[src/encvel_pkg.sv]
package encvel_pkg;

    localparam int DATA_W    = 32;
    localparam int MUL_W     = DATA_W + 1;
    localparam int PROD_W    = 2 * MUL_W;
    localparam int ACC_W     = 58;
    localparam int CFG_IDX_W = 4;

    localparam logic [DATA_W-1:0] TPR_RESET = 32'd85445;
    localparam logic [DATA_W-1:0] RPT_RESET = 32'd3294199;

    typedef enum logic [CFG_IDX_W-1:0] {
        CFG_TPR = 4'd0,
        CFG_RPT = 4'd1,
        CFG_B0  = 4'd2,
        CFG_B1  = 4'd3,
        CFG_B2  = 4'd4,
        CFG_B3  = 4'd5,
        CFG_A1  = 4'd6,
        CFG_A2  = 4'd7
    } t_cfg_idx;

    // issue order of the shared multiplier; quant product lands before B1 needs it
    typedef enum logic [2:0] {
        OP_TICKS = 3'd0,
        OP_QUANT = 3'd1,
        OP_B0    = 3'd2,
        OP_A1    = 3'd3,
        OP_A2    = 3'd4,
        OP_B1    = 3'd5,
        OP_B2    = 3'd6,
        OP_B3    = 3'd7
    } t_mul_op;

    typedef struct packed {
        logic    load;
        logic    mul_en;
        t_mul_op mul_op;
        logic    finish;
    } t_dp_cmd;

endpackage

[src/encvel_dp.sv]
module encvel_dp
    import encvel_pkg::*;
(
    input  logic                     i_clk,
    input  logic                     i_rst_n,
    input  t_dp_cmd                  i_cmd,
    input  logic signed [DATA_W-1:0] i_angle,
    input  logic                     i_cfg_we,
    input  logic [CFG_IDX_W-1:0]     i_cfg_idx,
    input  logic [DATA_W-1:0]        i_cfg_data,
    output logic signed [DATA_W-1:0] o_quantized_angle,
    output logic signed [DATA_W-1:0] o_velocity,
    output logic                     o_saturated
);

    function automatic logic [DATA_W:0] sat32(input logic signed [ACC_W-1:0] v);
        logic [DATA_W:0] res;
        if (&v[ACC_W-1:DATA_W-1] || ~|v[ACC_W-1:DATA_W-1]) begin
            res = {1'b0, v[DATA_W-1:0]};
        end else if (v[ACC_W-1]) begin
            res = {1'b1, 1'b1, {(DATA_W-1){1'b0}}};
        end else begin
            res = {1'b1, 1'b0, {(DATA_W-1){1'b1}}};
        end
        return res;
    endfunction

    logic        [DATA_W-1:0] r_tpr;
    logic        [DATA_W-1:0] r_rpt;
    logic signed [DATA_W-1:0] r_b0, r_b1, r_b2, r_b3, r_a1, r_a2;
    logic signed [DATA_W-1:0] r_xh [4];
    logic signed [DATA_W-1:0] r_y1, r_y2;

    logic signed [DATA_W-1:0] r_angle;
    logic                     r_allzero;
    logic signed [PROD_W-1:0] r_prod;
    t_mul_op                  r_prod_op;
    logic                     r_prod_vld;
    logic signed [DATA_W-1:0] r_quant;
    logic                     r_quant_sat;
    logic signed [ACC_W-1:0]  r_acc;

    logic signed [DATA_W-1:0] r_out_q;
    logic signed [DATA_W-1:0] r_out_vel;
    logic                     r_out_sat;

    logic signed [MUL_W-1:0]  w_mul_a, w_mul_b;
    logic signed [PROD_W-1:0] w_prod;
    logic signed [MUL_W-1:0]  w_ticks;
    logic signed [DATA_W-1:0] w_x1, w_x2, w_x3;
    logic signed [ACC_W-1:0]  w_term;
    logic                     w_term_en;
    logic [DATA_W:0]          w_q_sat;
    logic [DATA_W:0]          w_v_sat;

    assign w_ticks = MUL_W'(r_prod >>> 40);
    assign w_x1    = r_allzero ? r_quant : r_xh[0];
    assign w_x2    = r_allzero ? r_quant : r_xh[1];
    assign w_x3    = r_allzero ? r_quant : r_xh[2];

    always_comb begin
        case (i_cmd.mul_op)
            OP_TICKS: begin
                w_mul_a = {r_angle[DATA_W-1], r_angle};
                w_mul_b = {1'b0, r_tpr};
            end
            OP_QUANT: begin
                w_mul_a = w_ticks;
                w_mul_b = {1'b0, r_rpt};
            end
            OP_B0: begin
                w_mul_a = {r_angle[DATA_W-1], r_angle};
                w_mul_b = {r_b0[DATA_W-1], r_b0};
            end
            OP_A1: begin
                w_mul_a = {r_y1[DATA_W-1], r_y1};
                w_mul_b = {r_a1[DATA_W-1], r_a1};
            end
            OP_A2: begin
                w_mul_a = {r_y2[DATA_W-1], r_y2};
                w_mul_b = {r_a2[DATA_W-1], r_a2};
            end
            OP_B1: begin
                w_mul_a = {w_x1[DATA_W-1], w_x1};
                w_mul_b = {r_b1[DATA_W-1], r_b1};
            end
            OP_B2: begin
                w_mul_a = {w_x2[DATA_W-1], w_x2};
                w_mul_b = {r_b2[DATA_W-1], r_b2};
            end
            OP_B3: begin
                w_mul_a = {w_x3[DATA_W-1], w_x3};
                w_mul_b = {r_b3[DATA_W-1], r_b3};
            end
            default: begin
                w_mul_a = '0;
                w_mul_b = '0;
            end
        endcase
    end

    assign w_prod = PROD_W'(w_mul_a) * PROD_W'(w_mul_b);

    // feedforward terms drop 16 bits, feedback terms drop 8 and subtract
    always_comb begin
        case (r_prod_op)
            OP_B0, OP_B1, OP_B2, OP_B3: begin
                w_term    = ACC_W'(r_prod >>> 16);
                w_term_en = r_prod_vld;
            end
            OP_A1, OP_A2: begin
                w_term    = -ACC_W'(r_prod >>> 8);
                w_term_en = r_prod_vld;
            end
            default: begin
                w_term    = '0;
                w_term_en = 1'b0;
            end
        endcase
    end

    assign w_q_sat = sat32(ACC_W'(r_prod >>> 8));
    assign w_v_sat = sat32(ACC_W'(r_acc >>> 8));

    always_ff @(posedge i_clk) begin
        if (!i_rst_n) begin
            r_tpr      <= TPR_RESET;
            r_rpt      <= RPT_RESET;
            r_b0       <= '0;
            r_b1       <= '0;
            r_b2       <= '0;
            r_b3       <= '0;
            r_a1       <= '0;
            r_a2       <= '0;
            r_xh[0]    <= '0;
            r_xh[1]    <= '0;
            r_xh[2]    <= '0;
            r_xh[3]    <= '0;
            r_y1       <= '0;
            r_y2       <= '0;
            r_prod_vld <= 1'b0;
        end else begin
            if (i_cfg_we) begin
                case (i_cfg_idx)
                    CFG_TPR: r_tpr <= i_cfg_data;
                    CFG_RPT: r_rpt <= i_cfg_data;
                    CFG_B0:  r_b0  <= i_cfg_data;
                    CFG_B1:  r_b1  <= i_cfg_data;
                    CFG_B2:  r_b2  <= i_cfg_data;
                    CFG_B3:  r_b3  <= i_cfg_data;
                    CFG_A1:  r_a1  <= i_cfg_data;
                    CFG_A2:  r_a2  <= i_cfg_data;
                    default: ;
                endcase
            end
            r_prod_vld <= i_cmd.mul_en;
            if (i_cmd.finish) begin
                r_xh[0] <= r_angle;
                r_xh[1] <= w_x1;
                r_xh[2] <= w_x2;
                r_xh[3] <= w_x3;
                r_y1    <= w_v_sat[DATA_W-1:0];
                r_y2    <= r_y1;
            end
        end
    end

    always_ff @(posedge i_clk) begin
        if (i_cmd.load) begin
            r_angle   <= i_angle;
            r_allzero <= ~|{r_xh[0], r_xh[1], r_xh[2], r_xh[3]};
            r_acc     <= '0;
        end else if (w_term_en) begin
            r_acc <= r_acc + w_term;
        end
        if (i_cmd.mul_en) begin
            r_prod    <= w_prod;
            r_prod_op <= i_cmd.mul_op;
        end
        if (r_prod_vld && r_prod_op == OP_QUANT) begin
            r_quant     <= w_q_sat[DATA_W-1:0];
            r_quant_sat <= w_q_sat[DATA_W];
        end
        if (i_cmd.finish) begin
            r_out_q   <= r_quant;
            r_out_vel <= w_v_sat[DATA_W-1:0];
            r_out_sat <= r_quant_sat | w_v_sat[DATA_W];
        end
    end

    assign o_quantized_angle = r_out_q;
    assign o_velocity        = r_out_vel;
    assign o_saturated       = r_out_sat;

endmodule

[src/encvel_ctrl.sv]
module encvel_ctrl
    import encvel_pkg::*;
(
    input  logic    i_clk,
    input  logic    i_rst_n,
    input  logic    i_in_valid,
    output logic    o_in_stall,
    output logic    o_out_valid,
    input  logic    i_out_stall,
    output t_dp_cmd o_cmd
);

    typedef enum logic [1:0] {
        S_IDLE,
        S_RUN,
        S_DRAIN,
        S_FIN
    } t_state;

    t_state     r_state;
    logic [2:0] r_step;
    logic       r_out_vld;
    logic       w_out_free;

    assign w_out_free = !r_out_vld || !i_out_stall;
    assign o_in_stall = (r_state != S_IDLE);
    assign o_out_valid = r_out_vld;

    always_comb begin
        o_cmd.load   = (r_state == S_IDLE) && i_in_valid;
        o_cmd.mul_en = (r_state == S_RUN);
        o_cmd.mul_op = t_mul_op'(r_step);
        o_cmd.finish = (r_state == S_FIN) && w_out_free;
    end

    always_ff @(posedge i_clk) begin
        if (!i_rst_n) begin
            r_state   <= S_IDLE;
            r_step    <= '0;
            r_out_vld <= 1'b0;
        end else begin
            if (o_cmd.finish) begin
                r_out_vld <= 1'b1;
            end else if (r_out_vld && !i_out_stall) begin
                r_out_vld <= 1'b0;
            end
            case (r_state)
                S_IDLE: begin
                    if (i_in_valid) begin
                        r_state <= S_RUN;
                        r_step  <= '0;
                    end
                end
                S_RUN: begin
                    r_step <= r_step + 3'd1;
                    if (&r_step) begin
                        r_state <= S_DRAIN;
                    end
                end
                S_DRAIN: begin
                    r_state <= S_FIN;
                end
                S_FIN: begin
                    if (w_out_free) begin
                        r_state <= S_IDLE;
                    end
                end
                default: begin
                    r_state <= S_IDLE;
                end
            endcase
        end
    end

    a_accept_starts_run: assert property (@(posedge i_clk) disable iff (!i_rst_n)
        (i_in_valid && !o_in_stall) |=> (r_state == S_RUN && r_step == 3'd0))
        else $error("accepted word did not start the product sequence");

    a_out_from_fin: assert property (@(posedge i_clk) disable iff (!i_rst_n)
        $rose(r_out_vld) |-> $past(r_state) == S_FIN)
        else $error("result raised outside the finish state");

    a_fin_loads_out: assert property (@(posedge i_clk) disable iff (!i_rst_n)
        (r_state == S_FIN && w_out_free) |=> (r_out_vld && r_state == S_IDLE))
        else $error("finish did not hand the word to the output register");

endmodule

[src/encoder_quantize_iir_velocity_unit.sv]
// Quantizes a Q8.24 joint angle to whole encoder counts and estimates velocity
// with a 4-input, 2-feedback-tap IIR filter on the raw angle; both results
// saturate to 32 bits and o_saturated flags a clip. One word is processed at a
// time (o_in_stall is high outside the idle state): one shared 33x33 multiplier
// computes the eight products of each sample one per cycle, followed by a drain
// state for the accumulator, a finish state that loads the output register and an
// idle state in which the next word is taken. A result waiting in the output
// register does not block computing the next word, only its finish.
module encoder_quantize_iir_velocity_unit
    import encvel_pkg::*;
(
    input  logic                     i_clk,
    input  logic                     i_rst_n,
    input  logic                     i_in_valid,
    output logic                     o_in_stall,
    input  logic signed [DATA_W-1:0] i_angle,
    output logic                     o_out_valid,
    input  logic                     i_out_stall,
    output logic signed [DATA_W-1:0] o_quantized_angle,
    output logic signed [DATA_W-1:0] o_velocity,
    output logic                     o_saturated,
    input  logic                     i_cfg_we,
    input  logic [CFG_IDX_W-1:0]     i_cfg_idx,
    input  logic [DATA_W-1:0]        i_cfg_data
);

    t_dp_cmd w_cmd;

    encvel_ctrl u_ctrl (
        .i_clk       (i_clk),
        .i_rst_n     (i_rst_n),
        .i_in_valid  (i_in_valid),
        .o_in_stall  (o_in_stall),
        .o_out_valid (o_out_valid),
        .i_out_stall (i_out_stall),
        .o_cmd       (w_cmd)
    );

    encvel_dp u_dp (
        .i_clk             (i_clk),
        .i_rst_n           (i_rst_n),
        .i_cmd             (w_cmd),
        .i_angle           (i_angle),
        .i_cfg_we          (i_cfg_we),
        .i_cfg_idx         (i_cfg_idx),
        .i_cfg_data        (i_cfg_data),
        .o_quantized_angle (o_quantized_angle),
        .o_velocity        (o_velocity),
        .o_saturated       (o_saturated)
    );

endmodule
[config.mk]
export PLATFORM = sky130hd
export DESIGN_NAME = encoder_quantize_iir_velocity_unit
export DESIGN_NICKNAME = d
export VERILOG_FILES = /design/src/encvel_pkg.sv /design/src/encvel_dp.sv /design/src/encvel_ctrl.sv /design/src/encoder_quantize_iir_velocity_unit.sv
export SDC_FILE = /design/constraint.sdc
export NUM_CORES = 2
export LEC_CHECK = 0
export ABC_AREA = 1
export BUFFER_PORTS_ARGS = -buffer_cell sky130_fd_sc_hd__buf_2
export CAP_MARGIN = 20
export CORE_AREA = 2 2 367 369
export DETAILED_ROUTE_END_ITERATION = 16
export DIE_AREA = 0 0 369 371
export PLACE_DENSITY = 0.74
export SYNTH_ARGS = -nofsm -noshare
export SYNTH_HDL_FRONTEND = slang
export SYNTH_SLANG_ARGS = --single-unit
[constraint.sdc]
create_clock -name i_clk -period 9.9 [get_ports i_clk]
set_clock_uncertainty 0.2 [all_clocks]
set_input_delay 1.98 -clock i_clk [delete_from_list [all_inputs] [get_ports i_clk]]
set_output_delay 1.98 -clock i_clk [all_outputs]
set_load 0.005 [all_outputs]
==> qor.yml <==
setup_path:
  cp.arrival_ns: 9.82
  critical-path-max-stage-delay_ns: 0.67
  required_ns: 10.11
  reg2reg_depth: 31
  crit_top_cell: "fa_1"
  crit_end: "u_dp.r_prod[62]$_DFFE_PP_"
  cp_max_fo: 29
  r2r-start: "u_ctrl.r_step[1]$_SDFFE_PN0P_"
  crit_path_start_kind: "register"
  ff2ff_setup_slack_ns: 0.29
  reg2reg_to: "u_dp.r_prod[62]$_DFFE_PP_"
  path_class: "reg2reg"
  worst_setup_path_end_kind: "register"
  worstSetupStartpoint: "u_ctrl.r_step[1]$_SDFFE_PN0P_"
  crit_path_top_delay_cell: "fa_2"
route:
  wl_um: 262000
  drc: 0
  drtIter0Drc: 7239
  num_vias: 62600
  drt-vias-per-instance: 5.80
  firstDrtPassIters: 7
  postRouteAntennaNets: 0
  wl_per_cell_um: 24.3
clock_tree:
  clockBufferDepth: 3
  cts_root_buffer: "clkbuf_16"
  clkTransAtPathRegs_ns: 0.06
  cts_tree: "done"
  htreeDepth: 3
  clkLatencyLatePin_ns: 0.74
  numCtsBuffers: 78
  clock_sinks: 705
logic_synthesis:
  avgSynthCellArea_um2: 8.20
  synth.distinct_cells: 63
  synth_seq_area_share: 0.238
  yosys.cell_count.top_type: "inv_1"
  synth_seq_cells: 705
  yosysTopAreaCell: "fa_1"
  netlist_area_um2: 72700
  async_reset_ff_frac: 0
  synth_common_cells: "inv_1 (1847), nor2_1 (1486), nand2_1 (1203)"
  synth.area.top_cells: "fa_1 (31%), edfxtp_1 (13%), dfxtp_1 (11%), inv_1 (9.5%), nor2_1 (7.7%)"
  synthCells: 8863
  synth_top_cell_area_share: 0.309
  synth_edf_count: 320
  syn-num-nets: 10300
  yosysWarnings: 0
  synth_ff_type: "dfxtp_1"
floorplan:
  die_area_um2: 137000
  ios: 140
  die_y_um: 371
  start_util: 0.547
  coreArea_um2: 133000
  die_width_um: 369
  fp-row-count: 134
run:
  cap_violations: 0
grt:
  antenna_found_initial: 4
  grt_max_degree: 193
  grt_pass1_wl_um: 395000
  first_global_vias: 64200
  track_usage: 0.388
  grt_overflow: 0
worst_hold_path:
  hold_path.class: "reg2reg"
  whs_path_depth: 2
final_layout:
  nNetsFinal: 10400
  fin_util: 0.597
  fillers: 12000
  drive_above_1_share: 0.0812
  stdcell_count: 10800
  synthToLayoutAreaGrowth_pct: 9.00
placed_design:
  port_buffers: 139
  placed_cells: 10600
  dpl.hpwl_um: 209000
  routabilityCongestion: 1.07
run_status:
  run_status: "finished clean"
sta:
  fmax_mhz: 104
  finalSetupViolations: 0
  post-route-min-period_ns: 9.61
  worstMarginPinSlew_ns: 1.10
  timing.setup.tns_ns: 0
  hold_viol: 0
  fin_crit_sh: 0.970
  slew-limit-headroom: 0.266
  slew_violations: 0
[state kept, by name, summed over array words and instances, names as in the netlist, 2 cells and up]
name,cells
u_dp.r_b1,32
u_dp.r_xh,128
u_ctrl.r_state,2
u_ctrl.r_step,3
u_dp.o_velocity,32
u_dp.r_b0,32
u_dp.r_b3,32
u_dp.r_y2,32
u_dp.r_a1,32
u_dp.r_angle,32
u_dp.r_rpt,32
u_dp.r_b2,32
u_dp.r_prod_op,3
u_dp.o_quantized_angle,32
u_dp.r_prod,58
u_dp.r_quant,32
u_dp.r_a2,32
u_dp.r_acc,58
u_dp.r_y1,32
u_dp.r_tpr,32
[layer usage]
metal	wire length (um)	vias to the layer above	track usage
met5	17	-	0
met4	18400	2	0.223
met3	26900	739	0.0808
met2	119000	3547	0.617
met1	98200	30900	0.494
li1	-	27400	-
[worst min-delay path by stage]
stage	slack [ns]	to	start
floorplan	0.22	u_dp.o_quantized_angle[25]$_DFFE_PP_	u_dp.r_quant[25]$_DFFE_PP_
CTS	0.25	u_dp.r_b1[22]$_SDFFE_PN0P_	u_dp.r_b1[22]$_SDFFE_PN0P_
global route	0.27	u_dp.r_b3[31]$_SDFFE_PN0P_	u_dp.r_b3[31]$_SDFFE_PN0P_
global placement	0.23	u_dp.r_tpr[0]$_SDFFE_PN1P_	u_dp.r_tpr[0]$_SDFFE_PN1P_
finish	0.25	u_dp.r_b1[31]$_SDFFE_PN0P_	u_dp.r_b1[31]$_SDFFE_PN0P_
detailed placement	0.24	u_dp.r_b1[31]$_SDFFE_PN0P_	u_dp.r_b1[31]$_SDFFE_PN0P_
[critical path, delay by kind of cell, from the launching register on]
kind	cells	cell delay, ns
compound gates	5	1.07
fa+ha+maj	10	4.93
flops	1	0.39
xor+xnor	1	0.14
buf+inv	8	1.20
simple gates	7	1.31
[cells in the final DEF, fill, tap and decap left out, drive strengths merged, types with 44 or more instances in the layout]
master,Yosys,final
inv,1890,1885
nor2,1496,1496
nand2,1227,1227
fa,1122,1122
o21ai,563,563
buf,171,406
dfxtp,385,385
a21oi,323,323
edfxtp,320,320
ha,280,280
o22ai,177,177
nand3,163,163
clkbuf,222,99
xor2,75,75
nor3,74,74
nor4,71,71
nand4,69,69
a221oi,44,44
[layout make-up]
type / count / area [um^2] / share of cell area
Timing Repair Buffer: 406 / 2970 / 0.0375
Tap cell: 1768 / 2210 / 0.0279
Clock inverter: 44 / 578 / 0.00729
Antenna cell: 5 / 12.5 / 0.000158
Sequential cell: 705 / 17300 / 0.219
Multi-Input combinational cell: 5864 / 46800 / 0.591
Inverter: 1901 / 7200 / 0.0908
Clock buffer: 99 / 2130 / 0.0269
[timing repair]
action	in CTS	in global routing
setup endpoints to repair	0	40
buffers inserted	0	14
hold buffers	0	0
gates resized for setup	0	66
[metrics by stage]
stage                     hold WS [ns]  area [um^2]  setup slack, ns
final                            0.247        79200            0.293
after detailed placement         0.239        76200            0.124
after floorplan                  0.218        72700            0.937
after CTS                        0.249        78900           0.0656
after global routing             0.272        79200          -0.0664
after global placement           0.233        76200            0.251
[cell families after synthesis]
logic type / Yosys count / synth area share
AND/OR/NAND/NOR: 3121 / 0.173
buffers and inverters: 2294 / 0.122
adder cells (fa/ha/maj): 1402 / 0.357
AO/OA/AOI/OAI: 1244 / 0.0980
flip-flops: 705 / 0.238
XOR/XNOR: 97 / 0.0117
Power is left out: the tool's default activity adds up to more than one toggle a clock period on the data nets, which glitch-free logic cannot reach.
